[src/hdl/bav_pkg.sv]
// Shared types, constants and the interval step function of the button auto-repeat adjuster.
package bav_pkg;

  // Number of buttons served and the width of a button address.
  localparam int NUM_BUTTONS = 2;
  localparam int BTN_AW      = (NUM_BUTTONS > 1) ? $clog2(NUM_BUTTONS) : 1;

  // Width of the interval, the hold counter and the registers.
  localparam int VAL_W = 16;

  // Register indexes of the configuration port.
  localparam int CFG_IDX_W = 3;
  typedef logic [CFG_IDX_W-1:0] cfg_idx_t;
  localparam cfg_idx_t CFG_STEP_SIZE     = 3'd0;
  localparam cfg_idx_t CFG_LOWER_LIMIT   = 3'd1;
  localparam cfg_idx_t CFG_UPPER_LIMIT   = 3'd2;
  localparam cfg_idx_t CFG_REPEAT_DELAY  = 3'd3;
  localparam cfg_idx_t CFG_REPEAT_PERIOD = 3'd4;
  localparam cfg_idx_t CFG_START_VALUE   = 3'd5;

  // Register values after reset.
  localparam logic [VAL_W-1:0] RST_STEP_SIZE     = 16'd100;
  localparam logic [VAL_W-1:0] RST_LOWER_LIMIT   = 16'd100;
  localparam logic [VAL_W-1:0] RST_UPPER_LIMIT   = 16'd60000;
  localparam logic [VAL_W-1:0] RST_REPEAT_DELAY  = 16'd500;
  localparam logic [VAL_W-1:0] RST_REPEAT_PERIOD = 16'd100;
  localparam logic [VAL_W-1:0] RST_START_VALUE   = 16'd1000;

  // Cycle count of the remainder unit, one dividend bit per cycle.
  localparam int DIV_CW = $clog2(VAL_W);
  localparam logic [DIV_CW-1:0] DIV_LAST = DIV_CW'(VAL_W - 1);

  // Sequencer states.
  typedef enum logic [1:0] {
    ST_IDLE,
    ST_LOOKUP,
    ST_DIVIDE,
    ST_RESULT
  } state_t;

  // Per-button entry of the state memory.
  typedef struct packed {
    logic             prev_level;
    logic             pres_level;
    logic [VAL_W-1:0] hold;
  } entry_t;

  localparam int ENT_W = $bits(entry_t);

  // A released button with a cleared hold counter.
  localparam entry_t ENTRY_RESET = '{prev_level: 1'b1, pres_level: 1'b1, hold: '0};

  // Outcome of one interval step.
  typedef struct packed {
    logic             ok;
    logic [VAL_W-1:0] value;
  } step_t;

  // One step of the interval, blocked by the limits and saturating at both ends.
  function automatic step_t apply_step(input logic [VAL_W-1:0] cur,
                                       input logic [VAL_W-1:0] step,
                                       input logic [VAL_W-1:0] lower,
                                       input logic [VAL_W-1:0] upper,
                                       input logic             faster);
    step_t          r;
    logic [VAL_W:0] sum;
    r.ok    = 1'b0;
    r.value = cur;
    sum     = {1'b0, cur} + {1'b0, step};
    if (faster) begin
      if (cur > lower) begin
        r.ok    = 1'b1;
        r.value = (cur > step) ? (cur - step) : '0;
      end
    end else begin
      if (cur < upper) begin
        r.ok    = 1'b1;
        r.value = sum[VAL_W] ? {VAL_W{1'b1}} : sum[VAL_W-1:0];
      end
    end
    return r;
  endfunction

endpackage

[src/hdl/button_autorepeat_value_adjuster_core.sv]
// Top level of the button auto-repeat adjuster: sequencer, state memory and remainder unit.
//
// Each request on the slave side is one sampling tick of one button; it yields exactly one
// result on the master side carrying the shared interval after the tick, whether a step was
// applied and whether a new press was seen. The per-button level history and hold counters
// live in a small synchronous RAM that is read, updated and written back once per tick, while
// the shared interval and the registers sit in flip-flops. A tick passes from the lookup state
// straight to the result state when no repeat check is due, and through the divide state when
// the hold count has passed the repeat delay and its remainder by the repeat period must be found:
// the remainder unit resolves one bit of the 16-bit hold count per cycle. s_axis_tready is high only
// while the sequencer is idle. A finished result waits in an output register, so the next tick
// is taken while it is still pending. After reset every button reads as released with a
// cleared hold counter, by means of one valid bit per memory entry; there is no clearing pass.
// Register writes are always ready and are to be made while no tick is in flight; writing the
// start value also reloads the interval.
module button_autorepeat_value_adjuster_core (
  input  logic                          clk,
  input  logic                          rst,
  // Tick requests.
  input  logic                          s_axis_tvalid,
  output logic                          s_axis_tready,
  input  logic [7:0]                    s_axis_tdata,  // level, increase, zero fill
  input  logic                          s_axis_tuser,  // button_id
  // Results.
  output logic                          m_axis_tvalid,
  input  logic                          m_axis_tready,
  output logic [23:0]                   m_axis_tdata,  // interval_value, changed, press_edge, zero fill
  // Register writes.
  input  logic                          cfg_valid,
  output logic                          cfg_ready,
  input  logic [bav_pkg::CFG_IDX_W-1:0] cfg_index,
  input  logic [bav_pkg::VAL_W-1:0]     cfg_data
);

  localparam int AW = bav_pkg::BTN_AW;
  localparam int VW = bav_pkg::VAL_W;

  bav_pkg::state_t state, state_next;

  // Registers; the start value only reloads the interval and is not kept.
  logic [VW-1:0] step_size, lower_limit, upper_limit;
  logic [VW-1:0] repeat_delay, repeat_period;

  // Shared interval.
  logic [VW-1:0] interval;

  // Captured tick.
  logic [AW-1:0] btn;
  logic          in_range;
  logic          level;
  logic          increase;
  logic          changed;
  logic          press_edge;

  // Entry valid bits and state memory ports.
  logic [bav_pkg::NUM_BUTTONS-1:0] ent_valid;
  logic                            ram_we;
  logic [AW-1:0]                   ram_raddr;
  logic [bav_pkg::ENT_W-1:0]       ram_rdata;
  bav_pkg::entry_t                 ram_wentry;

  // Remainder unit.
  logic [VW-1:0]             div_rem;
  logic [VW-1:0]             div_num;
  logic [bav_pkg::DIV_CW-1:0] div_cnt;
  logic [VW:0]               div_shift;
  logic [VW:0]               div_diff;
  logic [VW-1:0]             div_rem_next;

  // Lookup stage values.
  bav_pkg::entry_t cur_entry;
  logic            edge_det;
  logic [VW-1:0]   hold_base;
  logic [VW-1:0]   hold_inc;
  logic            need_div;
  bav_pkg::step_t  step_res;

  // Output register.
  logic          out_valid;
  logic [VW-1:0] out_value;
  logic          out_changed;
  logic          out_edge;
  logic          out_free;
  logic          in_accept;

  assign s_axis_tready = (state == bav_pkg::ST_IDLE);
  assign in_accept     = s_axis_tvalid && s_axis_tready;
  assign cfg_ready     = 1'b1;
  assign out_free      = !out_valid || m_axis_tready;

  assign m_axis_tvalid = out_valid;
  assign m_axis_tdata  = {6'd0, out_edge, out_changed, out_value};

  // Memory read address comes straight from the request.
  assign ram_raddr = AW'(s_axis_tuser);

  bav_ram #(
    .WIDTH (bav_pkg::ENT_W),
    .DEPTH (bav_pkg::NUM_BUTTONS)
  ) u_state_ram (
    .clk   (clk),
    .we    (ram_we),
    .waddr (btn),
    .wdata (ram_wentry),
    .raddr (ram_raddr),
    .rdata (ram_rdata)
  );

  // Read-modify-write of the button entry; a never written entry reads as released.
  always_comb begin
    cur_entry = ent_valid[btn] ? bav_pkg::entry_t'(ram_rdata) : bav_pkg::ENTRY_RESET;
    edge_det  = in_range && !level && cur_entry.pres_level;
    hold_base = edge_det ? '0 : cur_entry.hold;
    hold_inc  = hold_base + VW'(1);
    need_div  = in_range && !level && (hold_inc > repeat_delay) && (repeat_period != '0);
    ram_we    = (state == bav_pkg::ST_LOOKUP) && in_range;
    ram_wentry.prev_level = cur_entry.pres_level;
    ram_wentry.pres_level = level;
    ram_wentry.hold       = level ? '0 : hold_inc;
  end

  // Step on the current interval, used for the press and for the repeat.
  assign step_res = bav_pkg::apply_step(interval, step_size, lower_limit, upper_limit, increase);

  // One restoring remainder step per cycle.
  always_comb begin
    div_shift    = {div_rem, div_num[VW-1]};
    div_diff     = div_shift - {1'b0, repeat_period};
    div_rem_next = div_diff[VW] ? div_shift[VW-1:0] : div_diff[VW-1:0];
  end

  // Sequencer state register.
  always_ff @(posedge clk) begin
    if (rst) begin
      state <= bav_pkg::ST_IDLE;
    end else begin
      state <= state_next;
    end
  end

  // Next state.
  always_comb begin
    state_next = state;
    unique case (state)
      bav_pkg::ST_IDLE: begin
        if (in_accept) state_next = bav_pkg::ST_LOOKUP;
      end
      bav_pkg::ST_LOOKUP: begin
        state_next = need_div ? bav_pkg::ST_DIVIDE : bav_pkg::ST_RESULT;
      end
      bav_pkg::ST_DIVIDE: begin
        if (div_cnt == bav_pkg::DIV_LAST) state_next = bav_pkg::ST_RESULT;
      end
      bav_pkg::ST_RESULT: begin
        if (out_free) state_next = bav_pkg::ST_IDLE;
      end
      default: state_next = bav_pkg::ST_IDLE;
    endcase
  end

  // Tick capture, entry valid bits, interval updates and the remainder unit.
  always_ff @(posedge clk) begin
    if (rst) begin
      ent_valid <= '0;
      interval  <= bav_pkg::RST_START_VALUE;
    end else begin
      if (state == bav_pkg::ST_LOOKUP && in_range) begin
        ent_valid[btn] <= 1'b1;
      end
      if (state == bav_pkg::ST_LOOKUP && edge_det && step_res.ok) begin
        interval <= step_res.value;
      end
      if (state == bav_pkg::ST_DIVIDE && div_cnt == bav_pkg::DIV_LAST &&
          div_rem_next == '0 && step_res.ok) begin
        interval <= step_res.value;
      end
      if (cfg_valid && cfg_index == bav_pkg::CFG_START_VALUE) begin
        interval <= cfg_data;
      end
    end

    if (in_accept) begin
      btn      <= AW'(s_axis_tuser);
      in_range <= ({{(32 - 1){1'b0}}, s_axis_tuser} < 32'(bav_pkg::NUM_BUTTONS));
      level    <= s_axis_tdata[0];
      increase <= s_axis_tdata[1];
      changed  <= 1'b0;
    end

    if (state == bav_pkg::ST_LOOKUP) begin
      press_edge <= edge_det;
      if (edge_det && step_res.ok) changed <= 1'b1;
      div_rem <= '0;
      div_num <= hold_inc;
      div_cnt <= '0;
    end

    if (state == bav_pkg::ST_DIVIDE) begin
      div_rem <= div_rem_next;
      div_num <= {div_num[VW-2:0], 1'b0};
      div_cnt <= div_cnt + bav_pkg::DIV_CW'(1);
      if (div_cnt == bav_pkg::DIV_LAST && div_rem_next == '0 && step_res.ok) begin
        changed <= 1'b1;
      end
    end
  end

  // Register file.
  always_ff @(posedge clk) begin
    if (rst) begin
      step_size     <= bav_pkg::RST_STEP_SIZE;
      lower_limit   <= bav_pkg::RST_LOWER_LIMIT;
      upper_limit   <= bav_pkg::RST_UPPER_LIMIT;
      repeat_delay  <= bav_pkg::RST_REPEAT_DELAY;
      repeat_period <= bav_pkg::RST_REPEAT_PERIOD;
    end else if (cfg_valid) begin
      unique case (cfg_index)
        bav_pkg::CFG_STEP_SIZE:     step_size     <= cfg_data;
        bav_pkg::CFG_LOWER_LIMIT:   lower_limit   <= cfg_data;
        bav_pkg::CFG_UPPER_LIMIT:   upper_limit   <= cfg_data;
        bav_pkg::CFG_REPEAT_DELAY:  repeat_delay  <= cfg_data;
        bav_pkg::CFG_REPEAT_PERIOD: repeat_period <= cfg_data;
        default: ;
      endcase
    end
  end

  // Output register: loaded when the tick is finished and the slot is free.
  always_ff @(posedge clk) begin
    if (rst) begin
      out_valid <= 1'b0;
    end else if (state == bav_pkg::ST_RESULT && out_free) begin
      out_valid <= 1'b1;
    end else if (m_axis_tready) begin
      out_valid <= 1'b0;
    end

    if (state == bav_pkg::ST_RESULT && out_free) begin
      out_value   <= interval;
      out_changed <= changed;
      out_edge    <= press_edge;
    end
  end

endmodule

[src/hdl/bav_ram.sv]
// Generic single-write, single-read RAM with a registered read port.
module bav_ram #(
  parameter int WIDTH = 8,
  parameter int DEPTH = 2
) (
  input  logic                                   clk,
  input  logic                                   we,
  input  logic [((DEPTH > 1) ? $clog2(DEPTH) : 1)-1:0] waddr,
  input  logic [WIDTH-1:0]                       wdata,
  input  logic [((DEPTH > 1) ? $clog2(DEPTH) : 1)-1:0] raddr,
  output logic [WIDTH-1:0]                       rdata
);

  logic [WIDTH-1:0] mem [DEPTH];

  // Write port.
  always_ff @(posedge clk) begin
    if (we) begin
      mem[waddr] <= wdata;
    end
  end

  // Registered read port.
  always_ff @(posedge clk) begin
    rdata <= mem[raddr];
  end

endmodule

[config.mk]
export PLATFORM = sky130hd
export DESIGN_NAME = button_autorepeat_value_adjuster_core
export DESIGN_NICKNAME = d
export VERILOG_FILES = /design/src/hdl/bav_pkg.sv /design/src/hdl/button_autorepeat_value_adjuster_core.sv /design/src/hdl/bav_ram.sv
export SDC_FILE = /design/constraint.sdc
export NUM_CORES = 1
export LEC_CHECK = 0
export BUFFER_PORTS_ARGS = -buffer_cell sky130_fd_sc_hd__buf_2
export CAP_MARGIN = 40
export CELL_PAD_IN_SITES_DETAIL_PLACEMENT = 1
export CELL_PAD_IN_SITES_GLOBAL_PLACEMENT = 1
export CORE_ASPECT_RATIO = 0.5
export CORE_MARGIN = 5
export CORE_UTILIZATION = 52
export DETAILED_ROUTE_END_ITERATION = 6
export PLACE_DENSITY_LB_ADDON = 0.25
export SLEW_MARGIN = 25
export SYNTH_ARGS = -nofsm -noshare
export SYNTH_HDL_FRONTEND = slang
export SYNTH_SLANG_ARGS = --single-unit
[constraint.sdc]
create_clock -name clk -period 12.7 [get_ports clk]
set_input_delay 0.635 -clock clk [delete_from_list [all_inputs] [get_ports clk]]
set_output_delay 0.635 -clock clk [all_outputs]
set_load 0.02 [all_outputs]
==> results by group <==
Setup path
  • Worst Setup End Kind: flip-flop
  • Top delay family on crit path: compound AO/OA/AOI/OAI gates
  • CP bufs+invs: 2
  • Critical Path RT: 13.15 ns
  • Critical-path cell list: a21oi_1, nor2_1, buf_4, and2_1, ha_1, and3_1, nand4_1, o21a_1, o21ai_0, inv_1, ha_1, a21o_1, a21o_1, a21o_1, a21o_1, a21o_1, a21o_1, a21oi_1, o211ai_1, a21oi_1
  • Critical path's largest stage delay: about 0.90 ns
  • Crit start category: flip-flop
  • CP Max Fanout: 21
  • Arrival time at the worst endpoint: around 6 ns
  • Crit path depth: 20
  • Worst Setup Path Type: flip-flop to flip-flop
  • Most used cell, CP: a21o_1
  • Slowest cell on crit path: edfxtp_1
  • FF-to-FF path depth: 20
  • Setup slack, reg-to-reg: 7.22 ns

Die
  • Die footprint: approximately 27000 sq um
  • Die X: ~230 microns
  • # IOs: 60
  • Die Span Y: ~120 microns
  • CORE AREA: between 20000 and 25000 sq um
  • Cell Rows: 39
  • Initial Utilization: 0.5323

STA
  • Clock skew: about 0.022 ns
  • Setup TNS: 0 ns
  • RSZ-0062 raised after global routing: false
  • Final hold vios: 0
  • Relative slew slack: 0.4394
  • Fin Hold WS: 0.3055 ns
  • Final Cycle Share: 0.4316
  • Min Tclk post-route: between 5 and 6 ns
  • Final Max Tran Viols: 0
  • Final setup vio count: 0
  • Max Clk Rate: 182.4 MHz
  • Worst Tran Pin Value: 0.8408 ns

Flow run
  • Max-Cap Viols: 0

Route
  • Via count: ~11000
  • Final ANT Viol Nets: 0
  • DRC: 0
  • DRT Wirelength: roughly 38000 microns
  • Drt first-iter violations: 742
  • Drt first pass iters: 5
  • Vias/cell: 6.156
  • DR WL/cell: 22.08 microns

Final layout
  • Area delta synth->final: 9.429%
  • Fin util: 0.5825
  • # diodes: 0
  • Layout cells sized above 1: 0.09390
  • Layout Nets: between 1500 and 2000

Synth
  • Post-synthesis register bit count: about 210
  • Synth Warn #: 0
  • Commonest cells post-synth: 190 x nand2_1, 130 x a21oi_1, 123 x nor2_1, 120 x dfxtp_1, 119 x inv_1
  • Mean Syn Cell Area: ~8.8 sq um
  • Register area share after synthesis: 0.4197
  • Ys flop type: dfxtp_1
  • Synth area leaders: edfxtp_1 22%, dfxtp_1 20%, ha_1 10%
  • Cell variety after synth: 75
  • Share of flip-flops with an asynchronous set or reset: 0
  • Most frequent cell after synthesis: nand2_1
  • Synth area leader: edfxtp_1
  • Post-synth top area share: 0.2234
  • Gate count after technology mapping: 1385
  • Syn Std Cell Area: between 10000 and 15000 sq um
  • Post-synth EDFFs: 91

Clock network
  • CTS clock-pin slew for the worst setup and hold paths: 0.07 ns
  • Skew-Pair Late Insertion Delay: approximately 0.53 ns
  • Clk sinks: between 200 and 250
  • Post-CTS setup buffer count: 0
  • CTS resizes: 0
  • H-tree Lvls: 1
  • CTS tree: yes
  • CTS Buffer Depth: 3
  • Hold buffers post-CTS: 0
  • CTS Buf Count: 21
  • Root Buffer: clkbuf_16

Power
  • Pwr/cell area: just under 200 nW/um^2
  • VDD IR-drop max: between 100 and 150 uV
  • P_leak: about 5.4 nW

Place
  • Number of port buffers: 46
  • GP Congestion: slightly below 0.9
  • Detailed Place HPWL: about 27000 microns

Global routing
  • Global-route wire length before repair: roughly 60000 microns
  • Largest net degree at the start of global routing: 72
  • Initial antenna violation count: 0
  • Vias in the first global route: approximately 11000
  • Gr ovfl total: 0
  • GR Util All Layers: 0.2791

Worst hold path
  • Hold depth: 1
  • Hold Path Class: input pin to flip-flop

Status
  • Status: complete, no violations
-- path summary, 6_finish.rpt --
| path | start | to |
|---|---|---|
| worst max register to register | level | state[0] |
| worst min-delay path | s_axis_tdata[0] | level |
| worst min register to register | press_edge | out_edge |
| worst max-delay path | level | state[0] |
-- worst register-to-register path, cell delays in order (launching register included) --
cell	delay [ns]
edfxtp_1	0.90
a21oi_1	0.35
nor2_1	0.20
buf_4	0.22
and2_1	0.27
ha_1	0.24
and3_1	0.24
nand4_1	0.32
o21a_1	0.28
o21ai_0	0.50
inv_1	0.11
ha_1	0.20
a21o_1	0.18
a21o_1	0.18
a21o_1	0.17
a21o_1	0.18
a21o_1	0.18
a21o_1	0.19
a21oi_1	0.20
o211ai_1	0.16
a21oi_1	0.16
-- power breakdown --
part           leakage (nW)  internal (mW)  switching (mW)  total (mW)
registers              1.85          0.879           0.100       0.979
logic                  3.25          0.373           0.672        1.05
clock network         0.308          0.311           0.291       0.602
-- cells by family (layout without fill, tap and decap cells) --
kind of cell,Yosys count,count (layout),synth area share
flip-flops,211,211,0.4197
other,2,7,0.0006139
buffers and inverters,185,222,0.06065
adder cells (fa/ha/maj),104,104,0.1082
multiplexers,28,28,0.02495
XOR/XNOR,23,23,0.01647
AND/OR/NAND/NOR,489,489,0.1849
AO/OA/AOI/OAI,343,343,0.1845
-- cells in the final DEF, fill, tap and decap left out, types with 19 or more instances in the layout --
cell       synthesis  final
nand2_1          190    190
a21oi_1          130    130
nor2_1           123    123
dfxtp_1          120    120
inv_1            119    119
ha_1             101    101
edfxtp_1          91     91
buf_2              7     45
o21ai_0           42     42
nand3_1           30     30
nor2b_1           26     25
nor3_1            23     21
clkbuf_16          0     21
mux2_2            20     20
a211o_1           19     19
-- final cells by class --
| type | count | area [sq um] |
|---|---|---|
| multi-input cells | 994 | 6401 |
| clock buffers | 26 | 544.3 |
| clock inverters | 12 | 86.33 |
| flip-flops and latches | 211 | 5135 |
| inverters | 120 | 450.4 |
| well taps | 307 | 384.1 |
| fillers | 2704 | 9595 |
| repair buffers | 64 | 386.6 |
-- through the flow --
stage / instance area [sq um] / power [mW] / cells / setup slack, ns
after floorplan: 12250 / 1.693 / 1390 / 8.596
after global placement: 12690 / 1.919 / 1691 / 7.730
after detailed placement: 12750 / 1.995 / 1695 / 7.471
after CTS: 13380 / 2.609 / 1733 / 7.327
after global routing: 13390 / 2.767 / 1734 / 6.956
final: 13390 / 2.627 / 1734 / 7.218
-- routing by layer --
layer	track usage	part of all wire
met5	0	0
met4	0.06759	0.025
met3	0.04310	0.057
met2	0.4896	0.49
met1	0.3641	0.43
-- state kept, by name, indices dropped and copies added (netlist names), 2 cells and up --
signal             flops
u_state_ram.mem       34
u_state_ram.rdata     17
div_num               16
div_rem               16
interval              16
lower_limit           16
out_value             16
repeat_delay          16
repeat_period         16
step_size             16
upper_limit           16
div_cnt                4
ent_valid              2
state                  2
Power figures use the tool's default switching activity.
